[src/rtl/core/ipr_pkg.sv]
// Shared constants and types for the isolated pixel removal block.
package ipr_pkg;

	localparam int DEF_MAX_WIDTH  = 1024;
	localparam int DEF_PIXEL_BITS = 16;

	localparam int IMG_W_BITS    = 11;
	localparam int IMG_H_BITS    = 16;
	localparam int ROW_EXT_BITS  = IMG_H_BITS + 1;
	localparam int CFG_IDX_BITS  = 1;
	localparam int CFG_DATA_BITS = 16;
	localparam int WIN_BITS      = 9;

	localparam logic [CFG_IDX_BITS-1:0] REG_IMAGE_WIDTH  = 1'd0;
	localparam logic [CFG_IDX_BITS-1:0] REG_IMAGE_HEIGHT = 1'd1;

	localparam logic [IMG_W_BITS-1:0] IMAGE_WIDTH_RST  = 11'd10;
	localparam logic [IMG_H_BITS-1:0] IMAGE_HEIGHT_RST = 16'd10;

	// Per-word control bits that travel from the front end to the window stage.
	typedef struct packed {
		logic emit;
		logic final_px;
		logic first_col;
		logic mid_ok;
		logic top_ok;
	} ipr_ctl_t;

endpackage

[src/rtl/core/ipr_intf.sv]
// Stream and configuration channel interfaces of the isolated pixel removal block.
interface ipr_pix_in_if #(
	parameter int PIXEL_BITS = ipr_pkg::DEF_PIXEL_BITS
);
	logic                         valid;
	logic                         ready;
	logic signed [PIXEL_BITS-1:0] pixel_in;
	logic                         flush;

	modport source (output valid, output pixel_in, output flush, input ready);
	modport sink   (input valid, input pixel_in, input flush, output ready);
endinterface


[src/rtl/core/ipr_front.sv]
// Position tracking, drain sequencing and the input register stage.
module ipr_front
	import ipr_pkg::*;
#(
	parameter int MAX_WIDTH  = DEF_MAX_WIDTH,
	parameter int PIXEL_BITS = DEF_PIXEL_BITS,
	parameter int CW         = $clog2(MAX_WIDTH),
	parameter int UW         = IMG_W_BITS
) (
	input  logic                  clk,
	input  logic                  arst_n,
	ipr_pix_in_if.sink            pix_in,
	input  logic [UW-1:0]         used_w,
	input  logic [IMG_H_BITS-1:0] used_h,
	input  logic                  s1_advance,
	output logic                  rd_en,
	output logic [CW-1:0]         rd_addr,
	output logic                  s1_valid,
	output ipr_ctl_t              s1_ctl,
	output logic [PIXEL_BITS-1:0] s1_v,
	output logic [CW-1:0]         s1_addr
);

	logic                    draining_q;
	logic [CW:0]             drain_k_q;
	logic [CW-1:0]           col_q;
	logic [IMG_H_BITS-1:0]   row_q;

	logic                    s1_valid_q;
	ipr_ctl_t                ctl_s1;
	logic [PIXEL_BITS-1:0]   v_s1;
	logic [CW-1:0]           addr_s1;

	logic                    accept;
	logic                    skip;
	logic                    load;
	logic                    k_ge_w;
	logic [ROW_EXT_BITS-1:0] h_ext;
	logic [ROW_EXT_BITS-1:0] r;
	logic [CW-1:0]           c;
	logic                    v_zero;
	logic [PIXEL_BITS-1:0]   v;
	logic                    row_end;
	logic                    frame_end;
	ipr_ctl_t                ctl;

	assign pix_in.ready = !s1_valid_q || s1_advance;
	assign accept       = pix_in.valid && pix_in.ready;

	assign h_ext  = ROW_EXT_BITS'(used_h);
	assign k_ge_w = UW'(drain_k_q) >= used_w;

	always_comb begin
		if (draining_q) begin
			r = h_ext + ROW_EXT_BITS'(k_ge_w);
			c = k_ge_w ? '0 : drain_k_q[CW-1:0];
		end else begin
			r = ROW_EXT_BITS'(row_q);
			c = col_q;
		end
	end

	// A flush word with no frame open is taken and dropped.
	assign skip = !draining_q && pix_in.flush && (row_q == '0) && (col_q == '0);
	assign load = accept && !skip;

	assign v_zero = draining_q || pix_in.flush || (r >= h_ext);
	assign v      = v_zero ? '0 : pix_in.pixel_in;

	assign ctl.top_ok    = (r >= ROW_EXT_BITS'(2)) && ((r - ROW_EXT_BITS'(2)) < h_ext);
	assign ctl.mid_ok    = (r >= ROW_EXT_BITS'(1)) && ((r - ROW_EXT_BITS'(1)) < h_ext);
	assign ctl.first_col = (c == '0);
	assign ctl.final_px  = draining_q && k_ge_w;
	assign ctl.emit      = (r >= ROW_EXT_BITS'(2)) || ((r == ROW_EXT_BITS'(1)) && (c != '0));

	assign row_end   = (UW'(c) + UW'(1)) >= used_w;
	assign frame_end = (r + ROW_EXT_BITS'(1)) >= h_ext;

	always_ff @(posedge clk or negedge arst_n) begin
		if (!arst_n) begin
			draining_q <= 1'b0;
			drain_k_q  <= '0;
			col_q      <= '0;
			row_q      <= '0;
		end else if (load) begin
			if (draining_q) begin
				if (k_ge_w) begin
					draining_q <= 1'b0;
					drain_k_q  <= '0;
					col_q      <= '0;
					row_q      <= '0;
				end else begin
					drain_k_q <= drain_k_q + (CW+1)'(1);
				end
			end else if (row_end) begin
				col_q <= '0;
				if (frame_end) begin
					row_q      <= '0;
					draining_q <= 1'b1;
					drain_k_q  <= '0;
				end else begin
					row_q <= row_q + IMG_H_BITS'(1);
				end
			end else begin
				col_q <= col_q + CW'(1);
			end
		end
	end

	always_ff @(posedge clk or negedge arst_n) begin
		if (!arst_n)
			s1_valid_q <= 1'b0;
		else if (load)
			s1_valid_q <= 1'b1;
		else if (s1_advance)
			s1_valid_q <= 1'b0;
	end

	always_ff @(posedge clk) begin
		if (load) begin
			ctl_s1  <= ctl;
			v_s1    <= v;
			addr_s1 <= c;
		end
	end

	assign rd_en    = load;
	assign rd_addr  = c;
	assign s1_valid = s1_valid_q;
	assign s1_ctl   = ctl_s1;
	assign s1_v     = v_s1;
	assign s1_addr  = addr_s1;

endmodule

[src/flat_wrapper.sv]
// flat-port wrapper written by rule: the top's interface ports become plain ports
module ipr_front_flat import ipr_pkg::*;
#(
	parameter int MAX_WIDTH  = DEF_MAX_WIDTH,
	parameter int PIXEL_BITS = DEF_PIXEL_BITS,
	parameter int CW         = $clog2(MAX_WIDTH),
	parameter int UW         = IMG_W_BITS
)
  (clk, arst_n, used_w, used_h, s1_advance, rd_en, rd_addr, s1_valid, s1_ctl, s1_v, s1_addr, pix_in_valid, pix_in_pixel_in, pix_in_flush, pix_in_ready);
  ipr_pix_in_if #(.PIXEL_BITS(PIXEL_BITS)) pix_in_i ();
  input  logic clk;
  input  logic arst_n;
  input  logic [UW-1:0] used_w;
  input  logic [IMG_H_BITS-1:0] used_h;
  input  logic s1_advance;
  output logic rd_en;
  output logic [CW-1:0] rd_addr;
  output logic s1_valid;
  output ipr_ctl_t s1_ctl;
  output logic [PIXEL_BITS-1:0] s1_v;
  output logic [CW-1:0] s1_addr;
  input wire logic [$bits(pix_in_i.valid)-1:0] pix_in_valid;
  input wire logic [$bits(pix_in_i.pixel_in)-1:0] pix_in_pixel_in;
  input wire logic [$bits(pix_in_i.flush)-1:0] pix_in_flush;
  output wire logic [$bits(pix_in_i.ready)-1:0] pix_in_ready;
  assign pix_in_i.valid = pix_in_valid;
  assign pix_in_i.pixel_in = pix_in_pixel_in;
  assign pix_in_i.flush = pix_in_flush;
  assign pix_in_ready = pix_in_i.ready;
  ipr_front #(.MAX_WIDTH(MAX_WIDTH), .PIXEL_BITS(PIXEL_BITS), .CW(CW), .UW(UW)) u_core (.clk(clk), .arst_n(arst_n), .pix_in(pix_in_i), .used_w(used_w), .used_h(used_h), .s1_advance(s1_advance), .rd_en(rd_en), .rd_addr(rd_addr), .s1_valid(s1_valid), .s1_ctl(s1_ctl), .s1_v(s1_v), .s1_addr(s1_addr));
endmodule
[config.mk]
export PLATFORM = sky130hd
export DESIGN_NAME = ipr_front_flat
export DESIGN_NICKNAME = d
export VERILOG_FILES = /design/src/rtl/core/ipr_pkg.sv /design/src/rtl/core/ipr_intf.sv /design/src/rtl/core/ipr_front.sv /design/src/flat_wrapper.sv
export SDC_FILE = /design/constraint.sdc
export NUM_CORES = 1
export LEC_CHECK = 0
export BUFFER_PORTS_ARGS = -buffer_cell sky130_fd_sc_hd__buf_2
export CAP_MARGIN = 0
export CORE_AREA = 5 5 139 141
export CTS_CLUSTER_DIAMETER = 60
export DETAILED_ROUTE_END_ITERATION = 10
export DIE_AREA = 0 0 144 146
export PLACE_DENSITY_LB_ADDON = 0.08
export SLEW_MARGIN = 20
export SYNTH_ARGS = -nofsm -noshare
export SYNTH_HDL_FRONTEND = slang
export SYNTH_SLANG_ARGS = --single-unit
[constraint.sdc]
create_clock -name clk -period 9.81 [get_ports clk]
set_input_delay 0 -clock clk [delete_from_list [all_inputs] [get_ports clk]]
set_output_delay 0 -clock clk [all_outputs]
set_load 0.01 [all_outputs]
; Word-level counts from Yosys, hierarchy flattened
; Index checks and enable logic that the tools add are counted.
[op_classes]
addsub = 8
order_cmp = 8
eq_ne = 2
n_mux = 20
n_reduce_logical = 26
[op_table]
columns = cell, n
row1 = 16-bit two-way mux, 4
row2 = 10-bit two-way mux, 5
row3 = 11-bit two-way mux, 4
row4 = 17-bit by 16-bit greater-or-equal comparator with 1-bit output, 2
row5 = 17-bit by 16-bit less-than comparator with 1-bit output, 2
row6 = 11-bit greater-or-equal comparator, 2
row7 = 10-bit zero test, 2
row8 = 16-bit by 1-bit adder with 17-bit output, 1
row9 = "17-bit by 1-bit adder with 17-bit output, second input constant", 1
row10 = "17-bit by 1-bit == test with 1-bit output, second input constant", 1
row11 = "17-bit by 1-bit greater-or-equal comparator with 1-bit output, second input constant", 1
row12 = "17-bit by 2-bit greater-or-equal comparator with 1-bit output, second input constant", 1
row13 = 17-bit two-way mux, 1
row14 = "17-bit by 1-bit subtractor with 17-bit output, second input constant", 1
row15 = "17-bit by 2-bit subtractor with 17-bit output, second input constant", 1
row16 = "16-bit by 1-bit adder with 16-bit output, second input constant", 1
row17 = 16-bit zero test, 1
row18 = "10-bit by 1-bit adder with 11-bit output, second input constant", 1
row19 = "11-bit by 1-bit adder with 11-bit output, second input constant", 1
row20 = "10-bit by 1-bit adder with 10-bit output, second input constant", 1
row21 = 10-bit nonzero test, 1
row22 = 1-bit logical AND, 9
row23 = 1-bit two-way mux, 6
row24 = 3-bit AND reduction, 2
row25 = 5 further kinds, 12
[totals]
reg_bits = 70
input_bits = 48

; Logic depth before layout (Yosys ltp)
; Gate-level depths: netlist of run 1.
[logic_depth]
word_depth = 8
ltp_mapped = 28

; Worst setup path before layout of run 1
; OpenSTA, ideal clock, no wires.
[synth_timing]
path_type = register -> register
startpoint = register u_core.drain_k_q[8]
endpoint = register u_core.drain_k_q[2]
arrival_time_ps = 5913
setup_slack_ps = 3776
stages_incl_launch_ff = 28
n_path_buf = 3
cell_sequence = dfrtp_1 > ha_1 > a211oi_1 > nand2_1 > nor3_1 > o21a_1 > inv_1 > clkbuf_1 > ha_1 > ha_1 > buf_2 > nand3_1 > xnor2_1 > mux2i_1 > or2_2 > or3_1 > nor4_1 > nand2_1 > xnor2_1 > ha_1 > nand3_1 > or3_1 > o31ai_1 > a21o_1 > a311oi_4 > or2_1 > buf_6 > a22o_1
[synth_via]
elab_chain_len = 7
word_cells_on_any_way = 14
[synth_rtl]
columns = item, line_no
row1 = "start, declared", ipr_front.sv:25  ; logic [CW:0] drain_k_q;
row2 = "start signal, assigned", ipr_front.sv:93  ; drain_k_q <= drain_k_q + (CW+1)'(1);
row3 = 11-bit greater-or-equal comparator, ipr_front.sv:51  ; assign k_ge_w = UW'(drain_k_q) >= used_w;
row4 = 16-bit by 1-bit adder with 17-bit output or 10-bit two-way mux (tied branches), "ipr_front.sv:55, ipr_front.sv:56"
row5 = 17-bit two-way mux or 10-bit two-way mux (tied branches), ipr_front.sv:54  ; if (draining_q) begin
row6 = 17-bit by 1-bit adder with 17-bit output or 10-bit by 1-bit adder with 11-bit output (tied branches), "ipr_front.sv:77, ipr_front.sv:76"
row7 = 17-bit by 16-bit greater-or-equal comparator with 1-bit output or 11-bit greater-or-equal comparator (tied branches), "ipr_front.sv:77, ipr_front.sv:76"
row8 = 2-bit nonzero test (no line), n/a
row9 = 3-bit AND reduction (no line), n/a
; Several ways; a longest one is shown, not always the timed one.
; A chain may end at the register's enable or synchronous reset.

; Worst setup path after layout of run 1
[layout_timing]
startpoint = register u_core.drain_k_q[8]
endpoint = register u_core.drain_k_q[0]
; Same word-level chain as after synthesis.

==> report_table.html, run 1 <==
<table>
<tr><th>Metric</th><th>Value</th></tr>
<tr><th colspan="2">Routing</th></tr>
<tr><td>Remaining number of nets flagged by the antenna check after routing</td><td>0</td></tr>
<tr><td>Per-cell via count in the routed design</td><td>5.61</td></tr>
<tr><td>Total via count in the routed design</td><td>6507</td></tr>
<tr><td>Length of the first detailed-routing pass in iterations</td><td>5</td></tr>
<tr><td>Average wire per standard cell</td><td>18.2 um</td></tr>
<tr><td>Count of unresolved DRC violations after routing</td><td>0</td></tr>
<tr><td>Final wirelength</td><td>21100 um</td></tr>
<tr><td>DRT iter0 DRCs</td><td>477</td></tr>
<tr><th colspan="2">Power</th></tr>
<tr><td>Peak VDD IR</td><td>0.168 mV</td></tr>
<tr><td>Pleak</td><td>3.68 nW</td></tr>
<tr><td>Power per unit of standard cell area</td><td>284 mW/mm2</td></tr>
<tr><td>Sequential group share of total power</td><td>0.210</td></tr>
<tr><td>Sw Pwr</td><td>1.13 mW</td></tr>
<tr><td>Fraction of power consumed by combinational cells</td><td>0.653</td></tr>
<tr><td>Portion of total power attributed to the clock network</td><td>0.138</td></tr>
<tr><td>Power after layout</td><td>2.32 mW</td></tr>
<tr><td>Int Pwr</td><td>1.19 mW</td></tr>
<tr><td>Switching part of the total power</td><td>0.489</td></tr>
<tr><th colspan="2">Die</th></tr>
<tr><td>Row count</td><td>49</td></tr>
<tr><td>I/O pin cnt</td><td>a little over 90</td></tr>
<tr><td>Standard cell core area</td><td>0.0178 mm2</td></tr>
<tr><td>Die span in y</td><td>146 um</td></tr>
<tr><td>Die span in x</td><td>144 um</td></tr>
<tr><td>Initial standard-cell utilization of the core</td><td>0.396</td></tr>
<tr><td>Full die area</td><td>about 0.021 mm2</td></tr>
<tr><th colspan="2">GRT</th></tr>
<tr><td>Vias in the first global route</td><td>6319</td></tr>
<tr><td>Maximum number of pins on one net before global-route repair</td><td>40</td></tr>
<tr><td>Leftover overflow at the end of global routing</td><td>0</td></tr>
<tr><td>Wire length of the first global-routing pass</td><td>33900 um</td></tr>
<tr><td>Global-route total usage across every layer</td><td>0.201</td></tr>
<tr><td>Antenna violations before repair</td><td>0</td></tr>
<tr><th colspan="2">Finish</th></tr>
<tr><td>NumNets Final</td><td>~1.1k</td></tr>
<tr><td>Commonest non-fill, non-tap cell in the layout</td><td>ha_1</td></tr>
<tr><td>Diodes inserted</td><td>0</td></tr>
<tr><td>Share of layout cells above drive strength 1</td><td>0.145</td></tr>
<tr><td>Commonest cells after routing, fill and taps aside</td><td>102 x ha_1, 91 x buf_2, 65 x nand2_1</td></tr>
<tr><td>Synthesis-to-layout area growth</td><td>15.8%</td></tr>
<tr><th colspan="2">Timing</th></tr>
<tr><td>Layout Skew</td><td>0.00984 ns</td></tr>
<tr><td>Final clock period utilization by the worst path</td><td>0.726</td></tr>
<tr><td>Count of final max-slew check failures</td><td>0</td></tr>
<tr><td>Slew at the pin closest to its max-slew limit</td><td>about 0.97 ns</td></tr>
<tr><td>Min Clock Period, post-route</td><td>7.12 ns</td></tr>
<tr><td>Max_slew headroom</td><td>0.353</td></tr>
<tr><td>Setup Total Neg Slack</td><td>0 ns</td></tr>
<tr><td>Final hold violations</td><td>0</td></tr>
<tr><td>Maximum operating frequency</td><td>140 MHz</td></tr>
<tr><td>Number of setup violations in the final report</td><td>0</td></tr>
<tr><td>Unrepaired setup endpoints after global routing</td><td>false</td></tr>
<tr><th colspan="2">Place</th></tr>
<tr><td>Final weighted congestion in routability-driven placement</td><td>0.920</td></tr>
<tr><td>Placed wire-length estimate after detailed placement</td><td>16900 um</td></tr>
<tr><td>Port Buf Inserts</td><td>91</td></tr>
<tr><th colspan="2">Status</th></tr>
<tr><td>Result of the run</td><td>finished clean</td></tr>
<tr><th colspan="2">Synth</th></tr>
<tr><td>Mapped Area</td><td>a little over 0.007 mm2</td></tr>
<tr><td>Post-synth top area share</td><td>0.181</td></tr>
<tr><td>Top FF cell, synth</td><td>dfrtp_1</td></tr>
<tr><td>Synth warnings</td><td>0</td></tr>
<tr><td>Library cells used by synthesis</td><td>between 70 and 80</td></tr>
<tr><td>Dominant cell type by area after synthesis</td><td>ha_1</td></tr>
<tr><td>Average size of a mapped cell</td><td>8.50 um2</td></tr>
<tr><td>Share of async-settable or async-resettable flops after synthesis</td><td>0.557</td></tr>
<tr><td>Part of the Yosys area used for sequential elements</td><td>0.270</td></tr>
<tr><td>Net count of the mapped netlist</td><td>981</td></tr>
<tr><td>Cell count after synthesis</td><td>831</td></tr>
<tr><td>Number of synthesized flops with an enable pin</td><td>31</td></tr>
<tr><td>Number of storage elements in the synthesis netlist</td><td>70</td></tr>
<tr><td>Largest cells by area after synthesis</td><td>ha_1 18%, dfrtp_1 14%, edfxtp_1 13%</td></tr>
<tr><th colspan="2">Clock network</th></tr>
<tr><td>Clock latency at the later pin of the worst-skew pair</td><td>approximately 0.34 ns</td></tr>
<tr><td>Post-CTS Setup Repair Bufs</td><td>0</td></tr>
<tr><td>Maximum clock insertion buffer count</td><td>2</td></tr>
<tr><td>CTS tree</td><td>yes</td></tr>
<tr><td>Number of buffers inserted during clock tree synthesis</td><td>9</td></tr>
<tr><td>Clock transition at path regs</td><td>~0.060 ns</td></tr>
<tr><td>H-tree Lvls</td><td>3</td></tr>
<tr><td>Clock root buffer</td><td>clkbuf_16</td></tr>
<tr><td>Clock sink count</td><td>70</td></tr>
<tr><th colspan="2">Worst setup path</th></tr>
<tr><td>CP Class</td><td>reg -&gt; reg</td></tr>
<tr><td>Worst path required time</td><td>10.09 ns</td></tr>
<tr><td>Worst Setup Start Kind</td><td>flop</td></tr>
<tr><td>Largest fanout on the critical path</td><td>12</td></tr>
<tr><td>Arrival time worst endpoint</td><td>7.40 ns</td></tr>
<tr><td>Element type at the critical path end</td><td>flop</td></tr>
<tr><th colspan="2">Job</th></tr>
<tr><td>Max_cap viols</td><td>0</td></tr>
<tr><th colspan="2">Hold path</th></tr>
<tr><td>Min-Delay Path Class</td><td>in -&gt; reg</td></tr>
</table>
-- worst paths after layout --
kind	startpoint	endpoint	slack, ns	cells after the start
setup / recovery	u_core.drain_k_q[8]$_DFFE_PN0P_	u_core.drain_k_q[0]$_DFFE_PN0P_	2.69	24
hold / removal	s1_advance	u_core.draining_q$_DFFE_PN0P_	0.24	5
setup reg to reg	u_core.drain_k_q[8]$_DFFE_PN0P_	u_core.drain_k_q[0]$_DFFE_PN0P_	2.69	24
hold reg to reg	u_core.row_q[10]$_DFFE_PN0P_	u_core.row_q[10]$_DFFE_PN0P_	0.58	1
max in group asynchronous	arst_n	u_core.draining_q$_DFFE_PN0P_	8.85	2
min in group asynchronous	arst_n	u_core.drain_k_q[10]$_DFFE_PN0P_	0.33	2
-- synth_stat cells, types with 5 or more instances --
library cell	instances
a21o_1	7
a21oi_1	42
a22o_1	5
a31oi_1	5
and2_1	21
and3_1	14
buf_2	6
clkbuf_1	17
dfrtp_1	39
edfxtp_1	31
ha_1	102
inv_1	61
mux2i_1	5
nand2_1	65
nand2b_1	6
nand3_1	44
nand4_1	22
nor2_1	64
nor2b_1	12
nor3_1	24
nor4_1	16
o21a_1	8
o21ai_0	39
o2bb2ai_1	8
o31ai_1	8
or3_1	12
xnor2_1	55
xor2_1	11
-- registers in the layout, summed over array words and instances (netlist names) --
name,flops
u_core.col_q,10
u_core.drain_k_q,11
u_core.draining_q,1
u_core.row_q,16
u_core.s1_addr,10
u_core.s1_ctl,5
u_core.s1_v,16
u_core.s1_valid,1
-- cells by family after synthesis --
family,share of synthesized area
AND/OR/NAND/NOR,0.241
AO/OA/AOI/OAI,0.160
adder cells (fa/ha/maj),0.181
buffers and inverters,0.0544
flip-flops,0.270
XOR/XNOR,0.0818
multiplexers,0.0122
-- repair_timing --
action | in CTS | in global routing
resized for setup | 0 | 0
hold buffers | 19 | 0
endpoints found under the hold margin | 56 | 0
-- power by group through the flow --
| stage | Sequential (mW) | Clock, mW | Combinational (mW) |
|---|---|---|---|
| after global placement | 0.490 | 0 | 1.48 |
| after floorplan | 0.470 | 0 | 1.09 |
| after global routing | 0.501 | 0.342 | 1.71 |
| final | 0.487 | 0.319 | 1.52 |
| after detailed placement | 0.493 | 0 | 1.50 |
| after CTS | 0.488 | 0.331 | 1.52 |
-- area by class of cell --
cell class                 count  area (um2)
fill                        1809        9660
multi-input combinational    668        4780
sequential                    70        1910
timing repair buffer         114         676
tap                          229         287
clock buffer                  10         250
inverter                      63         236
clock inverter                 6        42.5
-- metal layers --
layer,global-route usage,vias to the layer above,wire (um)
met5,0,-,0
met2,0.325,200,9730
met3,0.0335,31,1290
li1,-,3212,-
met1,0.276,3064,9610
met4,0.0574,0,456
-- stage by stage --
step | instance area [um2] | setup slack (ns) | hold slack, ns | instances | utilization
final | 8180 | 2.69 | 0.240 | 1160 | 0.458
after global routing | 8180 | 2.10 | 0.325 | 1160 | 0.458
after detailed placement | 7690 | 2.76 | 0.187 | 1125 | 0.431
after global placement | 7690 | 3.04 | 0.180 | 1125 | 0.431
after floorplan | 7060 | 3.78 | -0.296 | 831 | -
after CTS | 8170 | 2.74 | 0.256 | 1160 | 0.458
-- critical path: stages, from the launching register on --
cell,delay [ns]
dfrtp_1,0.46
ha_1,0.34
a211oi_1,0.23
nand2_1,0.11
o2111ai_1,0.21
o21a_1,0.31
inv_1,0.29
ha_1,0.33
ha_1,0.29
nand3_1,0.13
xnor2_1,0.12
mux2i_1,0.24
or2_2,0.38
or3_1,0.40
nor4_1,0.70
nand2_1,0.14
xnor2_1,0.16
ha_1,0.19
a211o_1,0.29
a21oi_1,0.20
o211ai_1,0.14
a21o_1,0.21
a311oi_4,0.54
or2_1,0.45
mux2_2,0.23
No activity file was read; power rests on OpenSTA's default activity.
==> inputs of run 2 (changes only) <==
==> constraint.sdc (replaced) <==
create_clock -name clk -period 7.5 [get_ports clk]
set_input_delay 0 -clock clk [delete_from_list [all_inputs] [get_ports clk]]
set_output_delay 0 -clock clk [all_outputs]
set_load 0.01 [all_outputs]
==> report_table.html, run 2 (synthesis gave the netlist of run 1 again) <==
<table>
<tr><th>Metric</th><th>Value</th></tr>
<tr><th colspan="2">Worst setup path</th></tr>
<tr><td>Worst path required time</td><td>7.78 ns (-2.31 ns)</td></tr>
<tr><td>Startpoint of the worst-slack reg-to-reg timing path</td><td>u_core.drain_k_q[4]$_DFFE_PN0P_</td></tr>
<tr><td>Largest fanout on the critical path</td><td>12 (unchanged)</td></tr>
<tr><td>Arrival time worst endpoint</td><td>7.41 ns (about the same)</td></tr>
<tr><td>FF-to-FF End</td><td>u_core.drain_k_q[0]$_DFFE_PN0P_</td></tr>
<tr><td>Slack of the worst reg-to-reg path</td><td>0.37 ns (-2.32 ns)</td></tr>
<tr><td>CP Class</td><td>reg -&gt; reg</td></tr>
<tr><td>Element type at the critical path end</td><td>flop</td></tr>
<tr><td>Worst Reg-to-Reg Cells</td><td>24 (unchanged)</td></tr>
<tr><td>Worst Setup Start Kind</td><td>flop</td></tr>
<tr><th colspan="2">Die</th></tr>
<tr><td>Row count</td><td>49 (unchanged)</td></tr>
<tr><td>I/O pin cnt</td><td>92 (unchanged)</td></tr>
<tr><td>Initial standard-cell utilization of the core</td><td>0.396 (unchanged)</td></tr>
<tr><td>Die span in x</td><td>144 um (unchanged)</td></tr>
<tr><td>Die span in y</td><td>146 um (unchanged)</td></tr>
<tr><td>Full die area</td><td>0.0210 mm2 (unchanged)</td></tr>
<tr><td>Standard cell core area</td><td>0.0178 mm2 (unchanged)</td></tr>
<tr><th colspan="2">Place</th></tr>
<tr><td>Placed wire-length estimate after detailed placement</td><td>17000 um (+0.76%)</td></tr>
<tr><td>Port Buf Inserts</td><td>91 (unchanged)</td></tr>
<tr><td>Instance area after placement</td><td>0.00769 mm2 (unchanged)</td></tr>
<tr><td>Final weighted congestion in routability-driven placement</td><td>0.935 (+1.6%)</td></tr>
<tr><th colspan="2">Timing</th></tr>
<tr><td>Unrepaired setup endpoints after global routing</td><td>false</td></tr>
<tr><td>Setup Total Neg Slack</td><td>0 ns (unchanged)</td></tr>
<tr><td>Final hold violations</td><td>0 (unchanged)</td></tr>
<tr><td>Number of setup violations in the final report</td><td>0 (unchanged)</td></tr>
<tr><td>Count of final max-slew check failures</td><td>0 (unchanged)</td></tr>
<tr><td>Layout Skew</td><td>0.00933 ns (-0.000506 ns)</td></tr>
<tr><td>Final clock period utilization by the worst path</td><td>0.950 (+0.225)</td></tr>
<tr><td>Final-layout worst hold slack</td><td>0.266 ns (+0.0263 ns)</td></tr>
<tr><td>Min Clock Period, post-route</td><td>7.13 ns (+0.00734 ns)</td></tr>
<tr><td>Max_slew headroom</td><td>0.370 (+0.0177)</td></tr>
<tr><td>Slew at the pin closest to its max-slew limit</td><td>0.945 ns (-0.0265 ns)</td></tr>
<tr><td>Maximum operating frequency</td><td>140 MHz (-0.10%)</td></tr>
<tr><th colspan="2">Finish</th></tr>
<tr><td>Diodes inserted</td><td>0 (unchanged)</td></tr>
<tr><td>Commonest non-fill, non-tap cell in the layout</td><td>ha_1</td></tr>
<tr><td>Share of layout cells above drive strength 1</td><td>0.144 (-0.00107)</td></tr>
<tr><td>Synthesis-to-layout area growth</td><td>16.1%</td></tr>
<tr><td>NumNets Final</td><td>1076 (unchanged)</td></tr>
<tr><td>Filler cells</td><td>1742 (-3.7%)</td></tr>
<tr><td>Area of all placed cells without fillers</td><td>0.00820 mm2 (+0.24%)</td></tr>
<tr><td>Final core utilization</td><td>0.459 (+0.00112)</td></tr>
<tr><td>Commonest cells after routing, fill and taps aside</td><td>102 x ha_1, 91 x buf_2, 65 x nand2_1</td></tr>
<tr><th colspan="2">Hold path</th></tr>
<tr><td>Number of instances on the worst hold path</td><td>5 (unchanged)</td></tr>
<tr><td>Min-Delay Path Class</td><td>in -&gt; reg</td></tr>
<tr><td>Worst min-delay path startpoint</td><td>s1_advance</td></tr>
<tr><td>Min-Delay Endpoint</td><td>u_core.draining_q$_DFFE_PN0P_</td></tr>
<tr><th colspan="2">Clock network</th></tr>
<tr><td>H-tree Lvls</td><td>3 (unchanged)</td></tr>
<tr><td>Post-CTS Setup Repair Bufs</td><td>0 (unchanged)</td></tr>
<tr><td>Number of buffers inserted during clock tree synthesis</td><td>9 (unchanged)</td></tr>
<tr><td>Maximum clock insertion buffer count</td><td>2 (unchanged)</td></tr>
<tr><td>Clock latency at the later pin of the worst-skew pair</td><td>0.34 ns (about the same)</td></tr>
<tr><td>CTS tree</td><td>yes</td></tr>
<tr><td>Clock transition at path regs</td><td>0.06 ns (about the same)</td></tr>
<tr><td>CTS hold repair buffers</td><td>19 (unchanged)</td></tr>
<tr><td>Clock root buffer</td><td>clkbuf_16</td></tr>
<tr><td>CTS-repair resized insts</td><td>0 (unchanged)</td></tr>
<tr><td>Clock sink count</td><td>70 (unchanged)</td></tr>
<tr><th colspan="2">Routing</th></tr>
<tr><td>Final wirelength</td><td>21400 um (+1.3%)</td></tr>
<tr><td>Average wire per standard cell</td><td>18.4 um (+1.3%)</td></tr>
<tr><td>Total via count in the routed design</td><td>6558 (+0.78%)</td></tr>
<tr><td>Length of the first detailed-routing pass in iterations</td><td>5 (unchanged)</td></tr>
<tr><td>DRT iter0 DRCs</td><td>463 (-2.9%)</td></tr>
<tr><td>Remaining number of nets flagged by the antenna check after routing</td><td>0 (unchanged)</td></tr>
<tr><td>Count of unresolved DRC violations after routing</td><td>0 (unchanged)</td></tr>
<tr><td>Per-cell via count in the routed design</td><td>5.65 (+0.78%)</td></tr>
<tr><th colspan="2">Status</th></tr>
<tr><td>Result of the run</td><td>finished clean</td></tr>
<tr><th colspan="2">Power</th></tr>
<tr><td>Fraction of power consumed by combinational cells</td><td>0.645 (-0.008)</td></tr>
<tr><td>Pleak</td><td>3.69 nW (+0.23%)</td></tr>
<tr><td>Sequential group share of total power</td><td>0.209 (about the same)</td></tr>
<tr><td>Switching part of the total power</td><td>0.486 (-0.00315)</td></tr>
<tr><td>Portion of total power attributed to the clock network</td><td>0.145 (+0.007)</td></tr>
<tr><td>Sw Pwr</td><td>1.49 mW (+32%)</td></tr>
<tr><td>Int Pwr</td><td>1.58 mW (+33%)</td></tr>
<tr><td>Power per unit of standard cell area</td><td>375 mW/mm2 (+32%)</td></tr>
<tr><td>Power after layout</td><td>3.07 mW (+32%)</td></tr>
<tr><td>Peak VDD IR</td><td>0.161 mV (-4.5%)</td></tr>
<tr><th colspan="2">GRT</th></tr>
<tr><td>Wire length of the first global-routing pass</td><td>33700 um (-0.81%)</td></tr>
<tr><td>Global-route total usage across every layer</td><td>0.200 (-0.00101)</td></tr>
<tr><td>Antenna violations before repair</td><td>0 (unchanged)</td></tr>
<tr><td>Leftover overflow at the end of global routing</td><td>0 (unchanged)</td></tr>
<tr><td>Maximum number of pins on one net before global-route repair</td><td>40 (unchanged)</td></tr>
<tr><td>Vias in the first global route</td><td>6412 (+1.5%)</td></tr>
<tr><th colspan="2">Job</th></tr>
<tr><td>Max_cap viols</td><td>0 (unchanged)</td></tr>
</table>
-- run 2: cell types whose count changed in the layout (fill, tap and decap cells not counted) --
cell | before | now
clkinv_2 | 2 | 1
clkbuf_16 | 10 | 11
clkbuf_1 | 0 | 1
clkbuf_8 | 0 | 1
clkinv_4 | 2 | 0
-- run 2: power groups by stage --
stage	sequential (mW)	combinational, mW	clock (mW)
after detailed placement	0.649	1.96	0
final	0.644	1.98	0.446
after CTS	0.642	1.98	0.458
after global routing	0.660	2.23	0.475
after global placement	0.647	1.92	0
after floorplan	0.614	1.43	0
-- run 2: worst max-delay path by stage --
| stage | start | end | slack (ns) | cells after the start |
|---|---|---|---|---|
| 2_1_floorplan | u_core.drain_k_q[8]$_DFFE_PN0P_ | u_core.drain_k_q[2]$_DFFE_PN0P_ | 1.47 | 27 |
| 3_3_place_gp | u_core.drain_k_q[8]$_DFFE_PN0P_ | u_core.drain_k_q[0]$_DFFE_PN0P_ | 0.77 | 24 |
| 3_5_place_dp | u_core.drain_k_q[4]$_DFFE_PN0P_ | u_core.drain_k_q[0]$_DFFE_PN0P_ | 0.51 | 24 |
| 4_1_cts | u_core.drain_k_q[4]$_DFFE_PN0P_ | u_core.drain_k_q[0]$_DFFE_PN0P_ | 0.50 | 24 |
| 5_1_grt | u_core.drain_k_q[4]$_DFFE_PN0P_ | u_core.drain_k_q[0]$_DFFE_PN0P_ | 0.01 | 24 |
| 6_report | u_core.drain_k_q[4]$_DFFE_PN0P_ | u_core.drain_k_q[0]$_DFFE_PN0P_ | 0.37 | 24 |
-- run 2: layout make-up --
cell class,instances,area [um2],share of cell area
sequential,70,1910,0.233
timing repair buffer,114,676,0.0824
multi-input combinational,668,4780,0.583
clock buffer,13,293,0.0357
inverter,63,236,0.0288
clock inverter,3,20.0,0.00244
tap,229,287,0.0350
-- run 2: per-layer routing --
metal	track usage	wire length (um)	up-vias
li1	-	-	3213
met1	0.269	9670	3090
met2	0.328	9870	217
met3	0.0266	1220	38
met4	0.0706	590	0
met5	0	0	-
-- run 2: critical path, stage by stage (launching register included) --
cell and delay (ns):
dfrtp_1 0.49, ha_1 0.37, nand4_1 0.14, nor3_1 0.25, a211oi_1 0.08, o21a_1 0.20
inv_1 0.36, ha_1 0.31, ha_1 0.31, nand3_1 0.13, xnor2_1 0.14, mux2i_1 0.24
or2_2 0.38, or3_1 0.39, nor4_1 0.69, nand2_1 0.14, xnor2_1 0.17, ha_1 0.19
a211o_1 0.29, a21oi_1 0.21, o211ai_1 0.14, a21o_1 0.21, a311oi_4 0.55, or2_1 0.45
mux2_2 0.23
-- run 2: stage by stage --
| step | instances | setup slack (ns) |
|---|---|---|
| 3_5_place_dp | 1125 | 0.512 |
| 3_3_place_gp | 1125 | 0.771 |
| 5_1_grt | 1160 | 0.00988 |
| 4_1_cts | 1160 | 0.503 |
| 6_report | 1160 | 0.372 |
| 2_1_floorplan | 831 | 1.47 |
==> inputs of run 3 (changes only) <==
--- a/config.mk
+++ b/config.mk
@@ -7,12 +7,13 @@
 export LEC_CHECK = 0
 export BUFFER_PORTS_ARGS = -buffer_cell sky130_fd_sc_hd__buf_2
 export CAP_MARGIN = 0
-export CORE_AREA = 5 5 139 141
+export CORE_AREA = 5 5 155 127
 export CTS_CLUSTER_DIAMETER = 60
 export DETAILED_ROUTE_END_ITERATION = 10
-export DIE_AREA = 0 0 144 146
+export DIE_AREA = 0 0 160 132
 export PLACE_DENSITY_LB_ADDON = 0.08
 export SLEW_MARGIN = 20
 export SYNTH_ARGS = -nofsm -noshare
 export SYNTH_HDL_FRONTEND = slang
 export SYNTH_SLANG_ARGS = --single-unit
+export TNS_END_PERCENT = 30
==> report_table.html, run 3 (synthesis gave the netlist of run 1 again) <==
<table>
<tr><th>Metric</th><th>Value</th></tr>
<tr><th colspan="2">Routing</th></tr>
<tr><td>Remaining number of nets flagged by the antenna check after routing</td><td>0 (unchanged)</td></tr>
<tr><td>Per-cell via count in the routed design</td><td>5.68 (+0.49%)</td></tr>
<tr><td>Total via count in the routed design</td><td>6596 (+0.58%)</td></tr>
<tr><td>Count of unresolved DRC violations after routing</td><td>0 (unchanged)</td></tr>
<tr><td>Length of the first detailed-routing pass in iterations</td><td>6 (+1)</td></tr>
<tr><td>DRT iter0 DRCs</td><td>523 (+13%)</td></tr>
<tr><td>Average wire per standard cell</td><td>18.7 um (+1.7%)</td></tr>
<tr><td>Final wirelength</td><td>21700 um (+1.8%)</td></tr>
<tr><th colspan="2">Timing</th></tr>
<tr><td>Final hold violations</td><td>0 (unchanged)</td></tr>
<tr><td>Final clock period utilization by the worst path</td><td>0.914 (-0.0368)</td></tr>
<tr><td>Maximum operating frequency</td><td>146 MHz (+4.0%)</td></tr>
<tr><td>Final-layout worst hold slack</td><td>0.246 ns (-0.0194 ns)</td></tr>
<tr><td>Slew at the pin closest to its max-slew limit</td><td>1.07 ns (+0.127 ns)</td></tr>
<tr><td>Count of final max-slew check failures</td><td>0 (unchanged)</td></tr>
<tr><td>Layout Skew</td><td>0.0120 ns (+0.00271 ns)</td></tr>
<tr><td>Unrepaired setup endpoints after global routing</td><td>false</td></tr>
<tr><td>Max_slew headroom</td><td>0.286 (-0.0846)</td></tr>
<tr><td>Setup Total Neg Slack</td><td>0 ns (unchanged)</td></tr>
<tr><td>Min Clock Period, post-route</td><td>6.85 ns (-0.276 ns)</td></tr>
<tr><td>Number of setup violations in the final report</td><td>0 (unchanged)</td></tr>
<tr><td>Worst-case setup margin in the final layout</td><td>0.649 ns (+0.276 ns)</td></tr>
<tr><th colspan="2">Finish</th></tr>
<tr><td>NumNets Final</td><td>1076 (unchanged)</td></tr>
<tr><td>Share of layout cells above drive strength 1</td><td>0.145 (+0.00107)</td></tr>
<tr><td>Filler cells</td><td>1750 (+0.46%)</td></tr>
<tr><td>Register area</td><td>0.00191 mm2 (unchanged)</td></tr>
<tr><td>Synthesis-to-layout area growth</td><td>15.9%</td></tr>
<tr><td>Multi-input combinational cell area</td><td>0.00478 mm2 (+0.13%)</td></tr>
<tr><td>Diodes inserted</td><td>0 (unchanged)</td></tr>
<tr><td>Commonest cells after routing, fill and taps aside</td><td>102 x ha_1, 91 x buf_2, 65 x nand2_1</td></tr>
<tr><td>Commonest non-fill, non-tap cell in the layout</td><td>ha_1</td></tr>
<tr><td>Area of all placed cells without fillers</td><td>0.00819 mm2 (-0.12%)</td></tr>
<tr><th colspan="2">GRT</th></tr>
<tr><td>Vias in the first global route</td><td>6378 (-0.53%)</td></tr>
<tr><td>Wire length of the first global-routing pass</td><td>34900 um (+3.6%)</td></tr>
<tr><td>Leftover overflow at the end of global routing</td><td>0 (unchanged)</td></tr>
<tr><td>Antenna violations before repair</td><td>0 (unchanged)</td></tr>
<tr><td>Maximum number of pins on one net before global-route repair</td><td>57 (+43%)</td></tr>
<tr><td>Global-route total usage across every layer</td><td>0.204 (+0.00338)</td></tr>
<tr><th colspan="2">Clock network</th></tr>
<tr><td>Number of buffers inserted during clock tree synthesis</td><td>9 (unchanged)</td></tr>
<tr><td>CTS tree</td><td>yes</td></tr>
<tr><td>Clock latency at the later pin of the worst-skew pair</td><td>0.34 ns (about the same)</td></tr>
<tr><td>Clock sink count</td><td>70 (unchanged)</td></tr>
<tr><td>Clock transition at path regs</td><td>0.06 ns (about the same)</td></tr>
<tr><td>Clock root buffer</td><td>clkbuf_16</td></tr>
<tr><td>Maximum clock insertion buffer count</td><td>2 (unchanged)</td></tr>
<tr><td>H-tree Lvls</td><td>3 (unchanged)</td></tr>
<tr><td>Post-CTS Setup Repair Bufs</td><td>0 (unchanged)</td></tr>
<tr><th colspan="2">Power</th></tr>
<tr><td>Peak VDD IR</td><td>0.122 mV (-24%)</td></tr>
<tr><td>Power per unit of standard cell area</td><td>375 mW/mm2 (-0.11%)</td></tr>
<tr><td>Power after layout</td><td>3.07 mW (-0.23%)</td></tr>
<tr><td>Pleak</td><td>3.68 nW (-0.34%)</td></tr>
<tr><th colspan="2">Place</th></tr>
<tr><td>Final weighted congestion in routability-driven placement</td><td>0.934 (-0.15%)</td></tr>
<tr><td>Setup slack after placement</td><td>0.563 ns (+0.0516 ns)</td></tr>
<tr><td>Placed wire-length estimate after detailed placement</td><td>17300 um (+1.6%)</td></tr>
<tr><td>Instance area after placement</td><td>0.00769 mm2 (about the same)</td></tr>
<tr><td>Port Buf Inserts</td><td>91 (unchanged)</td></tr>
<tr><th colspan="2">Worst setup path</th></tr>
<tr><td>Arrival time worst endpoint</td><td>7.13 ns (-0.28 ns)</td></tr>
<tr><td>Worst Setup Start Kind</td><td>flop</td></tr>
<tr><td>Element type at the critical path end</td><td>flop</td></tr>
<tr><td>Worst path required time</td><td>7.78 ns (about the same)</td></tr>
<tr><td>CP Class</td><td>reg -&gt; reg</td></tr>
<tr><td>Largest fanout on the critical path</td><td>12 (unchanged)</td></tr>
<tr><th colspan="2">Die</th></tr>
<tr><td>Die span in y</td><td>132 um (-9.6%)</td></tr>
<tr><td>Full die area</td><td>0.0211 mm2 (+0.46%)</td></tr>
<tr><td>I/O pin cnt</td><td>92 (unchanged)</td></tr>
<tr><td>Row count</td><td>44 (-10%)</td></tr>
<tr><td>Die span in x</td><td>160 um (+11%)</td></tr>
<tr><td>Initial standard-cell utilization of the core</td><td>0.395 (-0.00114)</td></tr>
<tr><td>Standard cell core area</td><td>0.0179 mm2 (+0.29%)</td></tr>
<tr><th colspan="2">Hold path</th></tr>
<tr><td>Min-Delay Path Class</td><td>in -&gt; reg</td></tr>
<tr><th colspan="2">Status</th></tr>
<tr><td>Result of the run</td><td>finished clean</td></tr>
<tr><th colspan="2">Job</th></tr>
<tr><td>Max_cap viols</td><td>0 (unchanged)</td></tr>
</table>
## run 3: changes by cell type in the layout (fill, tap and decap cells not counted)
cell | previous run | this run
clkinvlp_4 | 0 | 1
clkinv_4 | 0 | 1
inv_6 | 1 | 0
clkbuf_16 | 11 | 10
nor4_1 | 16 | 15
nor4_2 | 0 | 1
## run 3: per-stage QoR
step	cells	util
after detailed placement	1126	0.430
final	1161	0.458
after global routing	1161	0.458
after global placement	1126	0.430
after CTS	1161	0.457
after floorplan	831	-
## run 3: routing by layer
metal,vias up,part of all wire,GRT usage
met1,3163,0.49,0.301
met5,-,0,0
li1,3207,-,-
met2,209,0.43,0.316
met3,17,0.066,0.0363
met4,0,0.0087,0.0339
## run 3: worst max-delay path, stage by stage (launching register included)
cell and delay, ns:
dfrtp_1 0.50, ha_1 0.36, nand4_1 0.13, nor3_1 0.22, a211oi_1 0.08, o21a_1 0.20
inv_1 0.34, ha_1 0.34, ha_1 0.33, nand3_1 0.13, xnor2_1 0.14, mux2i_1 0.27
or2_2 0.41, or3_1 0.41, nor4_2 0.44, nand2_1 0.12, xnor2_1 0.15, ha_1 0.19
a211o_1 0.28, a21oi_1 0.15, o211ai_1 0.12, a21o_1 0.22, a311oi_4 0.54, or2_1 0.47
mux2_2 0.24
## run 3: final timing paths
kind / start / end / slack (ns) / cells after the start
worst max-delay path: u_core.drain_k_q[2]$_DFFE_PN0P_ / u_core.drain_k_q[0]$_DFFE_PN0P_ / 0.65 / 24
worst min-delay path: used_h[15] / u_core.s1_ctl[1]$_DFFE_PP_ / 0.25 / 4
worst max register to register: u_core.drain_k_q[2]$_DFFE_PN0P_ / u_core.drain_k_q[0]$_DFFE_PN0P_ / 0.65 / 24
worst min register to register: u_core.drain_k_q[10]$_DFFE_PN0P_ / u_core.drain_k_q[10]$_DFFE_PN0P_ / 0.56 / 1
max in group asynchronous: arst_n / u_core.draining_q$_DFFE_PN0P_ / 6.51 / 2
min in group asynchronous: arst_n / u_core.drain_k_q[6]$_DFFE_PN0P_ / 0.34 / 2
## run 3: final cells by class
class,count,area share
flip-flops and latches,70,0.233
inverters,63,0.0289
multi-input cells,668,0.584
well taps,230,0.0351
repair buffers,114,0.0825
clock inverters,4,0.00336
clock buffers,12,0.0327
## run 3: power breakdown
group / switching, mW / total (mW) / internal [mW] / leakage [nW]
registers: 0.0917 / 0.621 / 0.529 / 0.800
logic: 1.25 / 2.03 / 0.775 / 2.73
clock network: 0.168 / 0.421 / 0.253 / 0.144
total: 1.51 / 3.07 / 1.56 / 3.68
## run 3: repair_timing
item	4_1_cts	5_1_grt
gates resized for setup	0	1
endpoints found under the hold margin	56	0
endpoints found under the setup margin	0	18
hold buffers	19	0
